<file path="src/hdl/aalu_pkg.sv">
// Package for the accumulator ALU: op codes, flag and result types, DAA constants.
// Used by the interfaces, the core, the output queue and the top level.
package aalu_pkg;

   localparam int unsigned OP_W   = 4;
   localparam int unsigned DATA_W = 8;

   typedef enum logic [OP_W-1:0] {
      OP_ADD  = 4'd0,
      OP_ADC  = 4'd1,
      OP_SUB  = 4'd2,
      OP_SBC  = 4'd3,
      OP_AND  = 4'd4,
      OP_XOR  = 4'd5,
      OP_OR   = 4'd6,
      OP_CP   = 4'd7,
      OP_RLCA = 4'd8,
      OP_RRCA = 4'd9,
      OP_RLA  = 4'd10,
      OP_RRA  = 4'd11,
      OP_DAA  = 4'd12,
      OP_CPL  = 4'd13,
      OP_SCF  = 4'd14,
      OP_CCF  = 4'd15
   } op_type;

   typedef struct packed {
      logic z;
      logic n;
      logic h;
      logic c;
   } flags_type;

   typedef struct packed {
      logic [DATA_W-1:0] acc;
      flags_type         flags;
   } result_type;

   localparam logic [DATA_W-1:0] DAA_ADJ_HI  = 8'h60;
   localparam logic [DATA_W-1:0] DAA_ADJ_LO  = 8'h06;
   localparam logic [DATA_W-1:0] DAA_MAX_BCD = 8'h99;
   localparam logic [3:0]        NIBBLE_MAX  = 4'h9;

endpackage

</file>
<file path="src/hdl/aalu_if.sv">
// Valid/ready channel interfaces for the accumulator ALU request and response items.
// Depends on aalu_pkg for the field widths.
interface aalu_req_if
   import aalu_pkg::*;
   ();
   logic              valid;
   logic              ready;
   logic [OP_W-1:0]   op;
   logic [DATA_W-1:0] operand;

   modport source (output valid, output op, output operand, input ready);
   modport sink   (input valid, input op, input operand, output ready);
endinterface

interface aalu_rsp_if
   import aalu_pkg::*;
   ();
   logic              valid;
   logic              ready;
   logic [DATA_W-1:0] acc_out;
   logic              flag_zero;
   logic              flag_subtract;
   logic              flag_half;
   logic              flag_carry;

   modport source (output valid, output acc_out, output flag_zero, output flag_subtract,
                   output flag_half, output flag_carry, input ready);
   modport sink   (input valid, input acc_out, input flag_zero, input flag_subtract,
                   input flag_half, input flag_carry, output ready);
endinterface

</file>
<file path="src/hdl/aalu_core.sv">
// Combinational datapath of the accumulator ALU: one op against held accumulator and flags.
// Depends on aalu_pkg.
module aalu_core
   import aalu_pkg::*;
(
   input  op_type            op,
   input  logic [DATA_W-1:0] operand,
   input  logic [DATA_W-1:0] acc,
   input  flags_type         flags,
   output result_type        result
);

   logic              cin;
   logic [DATA_W:0]   sum;
   logic [4:0]        sum_lo;
   logic [DATA_W:0]   diff;
   logic [4:0]        diff_lo;
   logic              daa_hi;
   logic              daa_lo;
   logic [DATA_W-1:0] daa_adj;
   logic [DATA_W-1:0] daa_res;
   logic [DATA_W-1:0] r;
   flags_type         nf;

   always_comb begin
      cin     = ((op == OP_ADC) || (op == OP_SBC)) ? flags.c : 1'b0;
      sum     = {1'b0, acc} + {1'b0, operand} + {{DATA_W{1'b0}}, cin};
      sum_lo  = {1'b0, acc[3:0]} + {1'b0, operand[3:0]} + {4'd0, cin};
      diff    = {1'b0, acc} - {1'b0, operand} - {{DATA_W{1'b0}}, cin};
      diff_lo = {1'b0, acc[3:0]} - {1'b0, operand[3:0]} - {4'd0, cin};

      if (!flags.n) begin
         daa_hi = flags.c || (acc > DAA_MAX_BCD);
         daa_lo = flags.h || (acc[3:0] > NIBBLE_MAX);
      end else begin
         daa_hi = flags.c;
         daa_lo = flags.h;
      end
      daa_adj = (daa_hi ? DAA_ADJ_HI : '0) | (daa_lo ? DAA_ADJ_LO : '0);
      daa_res = flags.n ? (acc - daa_adj) : (acc + daa_adj);
   end

   always_comb begin
      r  = acc;
      nf = flags;
      unique case (op)
         OP_ADD, OP_ADC: begin
            r  = sum[DATA_W-1:0];
            nf = '{z: (sum[DATA_W-1:0] == '0), n: 1'b0, h: sum_lo[4], c: sum[DATA_W]};
         end
         OP_SUB, OP_SBC, OP_CP: begin
            r  = (op == OP_CP) ? acc : diff[DATA_W-1:0];
            nf = '{z: (diff[DATA_W-1:0] == '0), n: 1'b1, h: diff_lo[4], c: diff[DATA_W]};
         end
         OP_AND: begin
            r  = acc & operand;
            nf = '{z: ((acc & operand) == '0), n: 1'b0, h: 1'b1, c: 1'b0};
         end
         OP_XOR: begin
            r  = acc ^ operand;
            nf = '{z: ((acc ^ operand) == '0), n: 1'b0, h: 1'b0, c: 1'b0};
         end
         OP_OR: begin
            r  = acc | operand;
            nf = '{z: ((acc | operand) == '0), n: 1'b0, h: 1'b0, c: 1'b0};
         end
         OP_RLCA: begin
            r  = {acc[DATA_W-2:0], acc[DATA_W-1]};
            nf = '{z: 1'b0, n: 1'b0, h: 1'b0, c: acc[DATA_W-1]};
         end
         OP_RRCA: begin
            r  = {acc[0], acc[DATA_W-1:1]};
            nf = '{z: 1'b0, n: 1'b0, h: 1'b0, c: acc[0]};
         end
         OP_RLA: begin
            r  = {acc[DATA_W-2:0], flags.c};
            nf = '{z: 1'b0, n: 1'b0, h: 1'b0, c: acc[DATA_W-1]};
         end
         OP_RRA: begin
            r  = {flags.c, acc[DATA_W-1:1]};
            nf = '{z: 1'b0, n: 1'b0, h: 1'b0, c: acc[0]};
         end
         OP_DAA: begin
            r  = daa_res;
            nf = '{z: (daa_res == '0), n: flags.n, h: 1'b0,
                   c: (flags.n ? flags.c : daa_hi)};
         end
         OP_CPL: begin
            r  = ~acc;
            nf = '{z: flags.z, n: 1'b1, h: 1'b1, c: flags.c};
         end
         OP_SCF: begin
            nf = '{z: flags.z, n: 1'b0, h: 1'b0, c: 1'b1};
         end
         OP_CCF: begin
            nf = '{z: flags.z, n: 1'b0, h: 1'b0, c: ~flags.c};
         end
      endcase
   end

   assign result = '{acc: r, flags: nf};

endmodule

</file>
<file path="src/hdl/aalu_outq.sv">
// Two-entry result queue that decouples the response side from the request side.
// Depends on aalu_pkg.
module aalu_outq
   import aalu_pkg::*;
(
   input  logic       clock,
   input  logic       reset,
   input  logic       push,
   input  result_type push_data,
   output logic       full,
   output logic       pop_valid,
   input  logic       pop_ready,
   output result_type pop_data
);

   result_type  q_ff [2];
   logic        wr_ptr_ff;
   logic        wr_ptr_in;
   logic        rd_ptr_ff;
   logic        rd_ptr_in;
   logic [1:0]  count_ff;
   logic [1:0]  count_in;
   logic        pop;

   assign full      = count_ff[1];
   assign pop_valid = (count_ff != 2'd0);
   assign pop       = pop_valid && pop_ready;
   assign pop_data  = q_ff[rd_ptr_ff];

   always_comb begin
      wr_ptr_in = push ? ~wr_ptr_ff : wr_ptr_ff;
      rd_ptr_in = pop  ? ~rd_ptr_ff : rd_ptr_ff;
      count_in  = count_ff + {1'b0, push} - {1'b0, pop};
   end

   always_ff @(posedge clock) begin
      if (reset) begin
         wr_ptr_ff <= 1'b0;
         rd_ptr_ff <= 1'b0;
         count_ff  <= 2'd0;
      end else begin
         wr_ptr_ff <= wr_ptr_in;
         rd_ptr_ff <= rd_ptr_in;
         count_ff  <= count_in;
      end
   end

   always_ff @(posedge clock) begin
      if (push) begin
         q_ff[wr_ptr_ff] <= push_data;
      end
   end

endmodule

</file>
<file path="src/hdl/accumulator_alu_with_flags.sv">
// Top level of the accumulator ALU: accumulator and flag registers, core, result queue.
// Depends on aalu_pkg, aalu_if, aalu_core and aalu_outq.
//
//   channel  dir  modport  payload
//   req_ch   in   sink     op[3:0], operand[7:0]
//   rsp_ch   out  source   acc_out[7:0], flag_zero, flag_subtract, flag_half, flag_carry
//
// One item per cycle while the queue has room; its result reaches rsp_ch at the earliest the cycle after acceptance.
// The accumulator and flags are updated at acceptance, so the next item sees them at once.
// A two-entry result queue lets items keep flowing while a result waits; req_ch stalls
// only when both entries are held.
// Synchronous reset clears the accumulator, the flags and the queue.
module accumulator_alu_with_flags
   import aalu_pkg::*;
(
   input  logic       clock,
   input  logic       reset,
   aalu_req_if.sink   req_ch,
   aalu_rsp_if.source rsp_ch
);

   logic [DATA_W-1:0] acc_ff;
   flags_type         flags_ff;
   result_type        result;
   result_type        head;
   logic              full;
   logic              accept;

   aalu_core u_core (
      .op      (op_type'(req_ch.op)),
      .operand (req_ch.operand),
      .acc     (acc_ff),
      .flags   (flags_ff),
      .result  (result)
   );

   aalu_outq u_outq (
      .clock     (clock),
      .reset     (reset),
      .push      (accept),
      .push_data (result),
      .full      (full),
      .pop_valid (rsp_ch.valid),
      .pop_ready (rsp_ch.ready),
      .pop_data  (head)
   );

   assign req_ch.ready = ~full;
   assign accept       = req_ch.valid && ~full;

   assign rsp_ch.acc_out       = head.acc;
   assign rsp_ch.flag_zero     = head.flags.z;
   assign rsp_ch.flag_subtract = head.flags.n;
   assign rsp_ch.flag_half     = head.flags.h;
   assign rsp_ch.flag_carry    = head.flags.c;

   always_ff @(posedge clock) begin
      if (reset) begin
         acc_ff   <= '0;
         flags_ff <= '0;
      end else if (accept) begin
         acc_ff   <= result.acc;
         flags_ff <= result.flags;
      end
   end

   a_result_shown: assert property (@(posedge clock) disable iff (reset)
      accept |=> rsp_ch.valid)
      else $error("accepted item left no result");

   a_stall_only_when_held: assert property (@(posedge clock) disable iff (reset)
      !req_ch.ready |-> rsp_ch.valid)
      else $error("request stalled with no result pending");

   a_cp_keeps_acc: assert property (@(posedge clock) disable iff (reset)
      (accept && (req_ch.op == OP_CP)) |=> (acc_ff == $past(acc_ff)))
      else $error("compare changed the accumulator");

   a_rotate_clears_flags: assert property (@(posedge clock) disable iff (reset)
      (accept && ((req_ch.op == OP_RLCA) || (req_ch.op == OP_RRCA) ||
                  (req_ch.op == OP_RLA) || (req_ch.op == OP_RRA)))
      |=> (!flags_ff.z && !flags_ff.n && !flags_ff.h))
      else $error("rotate left Z, N or H set");

endmodule

</file>
<file path="src/flat_wrapper.sv">
// flat-port wrapper written by rule: the top's interface ports become plain ports
module accumulator_alu_with_flags_flat import aalu_pkg::*;
  (clock, reset, req_ch_valid, req_ch_op, req_ch_operand, req_ch_ready, rsp_ch_valid, rsp_ch_acc_out, rsp_ch_flag_zero, rsp_ch_flag_subtract, rsp_ch_flag_half, rsp_ch_flag_carry, rsp_ch_ready);
  aalu_req_if req_ch_i ();
  aalu_rsp_if rsp_ch_i ();
  input  logic clock;
  input  logic reset;
  input wire logic [$bits(req_ch_i.valid)-1:0] req_ch_valid;
  input wire logic [$bits(req_ch_i.op)-1:0] req_ch_op;
  input wire logic [$bits(req_ch_i.operand)-1:0] req_ch_operand;
  output wire logic [$bits(req_ch_i.ready)-1:0] req_ch_ready;
  output wire logic [$bits(rsp_ch_i.valid)-1:0] rsp_ch_valid;
  output wire logic [$bits(rsp_ch_i.acc_out)-1:0] rsp_ch_acc_out;
  output wire logic [$bits(rsp_ch_i.flag_zero)-1:0] rsp_ch_flag_zero;
  output wire logic [$bits(rsp_ch_i.flag_subtract)-1:0] rsp_ch_flag_subtract;
  output wire logic [$bits(rsp_ch_i.flag_half)-1:0] rsp_ch_flag_half;
  output wire logic [$bits(rsp_ch_i.flag_carry)-1:0] rsp_ch_flag_carry;
  input wire logic [$bits(rsp_ch_i.ready)-1:0] rsp_ch_ready;
  assign req_ch_i.valid = req_ch_valid;
  assign req_ch_i.op = req_ch_op;
  assign req_ch_i.operand = req_ch_operand;
  assign req_ch_ready = req_ch_i.ready;
  assign rsp_ch_valid = rsp_ch_i.valid;
  assign rsp_ch_acc_out = rsp_ch_i.acc_out;
  assign rsp_ch_flag_zero = rsp_ch_i.flag_zero;
  assign rsp_ch_flag_subtract = rsp_ch_i.flag_subtract;
  assign rsp_ch_flag_half = rsp_ch_i.flag_half;
  assign rsp_ch_flag_carry = rsp_ch_i.flag_carry;
  assign rsp_ch_i.ready = rsp_ch_ready;
  accumulator_alu_with_flags u_core (.clock(clock), .reset(reset), .req_ch(req_ch_i), .rsp_ch(rsp_ch_i));
endmodule
</file>
<file path="config.mk">
export PLATFORM = sky130hd
export DESIGN_NAME = accumulator_alu_with_flags_flat
export DESIGN_NICKNAME = d
export VERILOG_FILES = /design/src/hdl/aalu_pkg.sv /design/src/hdl/aalu_if.sv /design/src/hdl/aalu_core.sv /design/src/hdl/aalu_outq.sv /design/src/hdl/accumulator_alu_with_flags.sv /design/src/flat_wrapper.sv
export SDC_FILE = /design/constraint.sdc
export NUM_CORES = 1
export LEC_CHECK = 0
export BUFFER_PORTS_ARGS = -buffer_cell sky130_fd_sc_hd__buf_2
export CAP_MARGIN = 20
export CORE_ASPECT_RATIO = 0.9
export CORE_MARGIN = 4
export CORE_UTILIZATION = 57
export CTS_BUF_LIST = sky130_fd_sc_hd__clkbuf_2
export CTS_CLUSTER_SIZE = 10
export DETAILED_ROUTE_END_ITERATION = 12
export GPL_ROUTABILITY_DRIVEN = 0
export PLACE_DENSITY_LB_ADDON = 0.12
export SLEW_MARGIN = 5
export SYNTH_ARGS = -nofsm -noshare
export SYNTH_HDL_FRONTEND = slang
export SYNTH_SLANG_ARGS = --single-unit
</file>
<file path="constraint.sdc">
create_clock -name clock -period 4.2 [get_ports clock]
set_input_delay 0.21 -clock clock [delete_from_list [all_inputs] [get_ports clock]]
set_output_delay 0.21 -clock clock [all_outputs]
set_load 0.02 [all_outputs]
</file>
==> summary.md <==
| Metric | Value |
|---|---|
| Status | `completed` |
| Vias per cell | `6.71` |
| Crit start category | `flop` |
| Register bit total from synthesis | `41` |
| Syn_area_per_cell | `8.60 um2` |
| FP Rows | `28` |
| WL final | `11.9 mm` |
| Type of the tightest min-delay check | `input port to flop` |
| Cell taking the most area after synthesis | `edfxtp_1` |
| Hold-fix buffers at CTS | `0` |
| CTS tree | `yes` |
| Total GRT Usage | `0.280` |
| Initial antenna violation count | `0` |
| Post-Synthesis Cells | `473` |
| Design Area, Final | `0.00436 mm2` |
| DIE HEIGHT | `88.2 um` |
| Synth Warn # | `0` |
| Core area | `0.00676 mm2` |
| CTS resizes | `0` |
| CTS Sinks | `41` |
| H-tree depth | `2` |
| Vias | `3953` |
| Post-layout min period | `3690 ps` |
| CP max FO | `6` |
| Crit-path slowest cell | `dfxtp_1` |
| Post-Syn Nets | `534` |
| Required @ worst endpoint | `4340 ps` |
| Slew HR | `0.327` |
| Post-synth EDFFs | `24` |
| Die Area | `0.00856 mm2` |
| Critical path's largest stage delay | `460 ps` |
| Max Freq | `0.271 GHz` |
| Global-route wire length before repair | `19.0 mm` |
| Clk_skew | `24.4 ps` |
| Async SR Flop Fraction | `0` |
| I/O pin cnt | `30` |
| Syn Std Cell Area | `0.00407 mm2` |
| HPWL after DPL | `9.23 mm` |
| # diodes | `0` |
| Num CTS Buffers | `5` |
| Most frequent CP cell | `ha_1` |
| Hold WS | `151 ps` |
| P&R area growth vs syn | `7.10%` |
| Max Slew Vio Count | `0` |
| Share of cells above drive strength 1 | `0.140` |
| Final number of setup-violating endpoints | `0` |
| Clk Latency, worst-skew pair | `400 ps` |
| Setup CP Type | `flop to flop` |
| Buffers inserted by post-CTS timing repair | `0` |
| DR iter-0 viols | `600` |
| Post-DRT Antenna Nets | `0` |
| CP Capture Type | `flop` |
| Maximum vdd drop | `0.349 mV` |
| Clk buf depth | `2` |
| Post-DP Area | `0.00432 mm2` |
| Unrepaired setup endpoints after global routing | `no` |
| Top cell type's share of synthesized area | `0.177` |
| Post-route DRC | `0` |
| DR WL/cell | `20.2 um` |
| Max Cap Violations | `0` |
| Tcrit/Tclk final | `0.878` |
| Largest net degree at the start of global routing | `42` |
| DIE WIDTH | `97.1 um` |
| Total grt overflow | `0` |
| Synth Flop Type | `edfxtp_1` |
| CP arrival | `3820 ps` |
| Vias in the first global route | `3565` |
| Post-route setup TNS | `0 ps` |
| CP Cell Sequence | `o21ai_0 > o211ai_1 > a31oi_1 > ha_1 > mux2_2 > ha_1 > or3_1 > a211oi_1 > a31o_2 > o21a_1 > a2111oi_0 > o22ai_1` |
| Nets@finish | `559` |
| Pwr Density | `513 mW/mm2` |
| Library cells used by synthesis | `64` |
| Slew @ Worst Pin | `995 ps` |
| Leakage power | `0.00182 uW` |
| Final Hold Fails | `0` |
| Clock slew at reported path FFs | `220 ps` |
| Initial Util | `0.602` |
| Count of input and output buffers | `29` |
| Synth top area cells | `edfxtp_1 (18%), ha_1 (13%), dfxtp_1 (8.4%)` |
| Pre-Repair DR Iteration Count | `7` |
| Root Driver | `clkbuf_2` |
| Sequential-to-total area share from yosys stat | `0.261` |
## where the power goes
| group | total [uW] | internal (uW) | switching [uW] |
|---|---|---|---|
| registers | 621 | 540 | 81.3 |
| logic | 1450 | 590 | 856 |
| clock network | 169 | 39.5 | 129 |
| total | 2240 | 1170 | 1070 |
## logic make-up (layout without fill, tap and decap cells)
logic type                 Yosys count  after routing  share of synthesized area
DFF                                 41             41                      0.261
xor gates and xnor gates            14             14                     0.0301
adders and majority gates           45             45                      0.146
buffers and inverters               60             86                     0.0572
AOI/OAI and AO/OA                  136            136                      0.246
muxes                               27             27                     0.0710
and+or+nand+nor                    150            150                      0.189
## per-layer routing
metal / vias up / global-route usage / part of all wire
li1: 1825 / - / -
met1: 1828 / 0.411 / 0.43
met2: 267 / 0.402 / 0.42
met3: 33 / 0.0764 / 0.13
met4: 0 / 0.0855 / 0.019
met5: - / 0 / 0
## Yosys cell counts (8+ instances only)
| library cell | n |
|---|---|
| ha_1 | 41 |
| inv_1 | 39 |
| nand2_1 | 34 |
| nor2_1 | 34 |
| edfxtp_1 | 24 |
| o21ai_0 | 19 |
| a21oi_1 | 18 |
| dfxtp_1 | 17 |
| mux2_2 | 15 |
| clkbuf_1 | 14 |
| nand3_1 | 14 |
| o21a_1 | 14 |
| or3_1 | 13 |
| mux2i_1 | 12 |
| nor2b_1 | 10 |
| a211oi_1 | 9 |
| o211ai_1 | 9 |
| xnor2_1 | 9 |
| nand2b_1 | 8 |
## state kept, by name (all words and copies together), names as in the netlist, named ones only
name / count
u_core.acc_ff: 8
u_core.flags_ff: 4
u_core.u_outq.count_ff: 2
u_core.u_outq.q_ff: 24
u_core.u_outq.rd_ptr_ff: 1
u_core.u_outq.wr_ptr_ff: 1
## path summary, 6_finish.rpt
path                               endpoint                     from  cells past startpoint  slack, ps
setup / recovery  u_core.u_outq.q_ff[0][11]         u_core.acc_ff[2]                     12        510
hold / removal           u_core.flags_ff[3]                    reset                      2        150
setup reg to reg  u_core.u_outq.q_ff[0][11]         u_core.acc_ff[2]                     12        510
hold reg to reg     u_core.u_outq.rd_ptr_ff  u_core.u_outq.rd_ptr_ff                      2        550
## through the flow
step	total power, uW	utilization	setup slack (ps)	instances
2_1_floorplan	1650	-	114	473
3_3_place_gp	2000	0.638	510	581
3_5_place_dp	2030	0.638	420	581
4_1_cts	2200	0.645	575	589
5_1_grt	2400	0.645	203	589
6_report	2240	0.645	512	589
## layout make-up
class / count / area (um2)
Sequential cell: 41 / 1060
Multi-Input combinational cell: 372 / 2780
Fill cell: 590 / 2400
Clock buffer: 5 / 25.0
Clock inverter: 3 / 17.5
Inverter: 39 / 146
Timing Repair Buffer: 39 / 220
Tap cell: 90 / 113
## placed cells by master, fill, tap and decap left out, types with 15 or more instances in the layout
| cell type | synthesis | final |
|---|---|---|
| edfxtp_1 | 24 | 24 |
| ha_1 | 41 | 41 |
| dfxtp_1 | 17 | 17 |
| mux2_2 | 15 | 15 |
| nand2_1 | 34 | 34 |
| nor2_1 | 34 | 34 |
| a21oi_1 | 18 | 18 |
| inv_1 | 39 | 39 |
| buf_2 | 0 | 29 |
| o21ai_0 | 19 | 19 |
## critical path: cells and delay by family, from the launching register on
kind	cells	cell delay (ps)
and+or+nand+nor	1	130
AOI/OAI and AO/OA	8	1950
adders and majority gates	2	640
muxes	1	270
DFF	1	460
(Power assumes the default switching activity.)
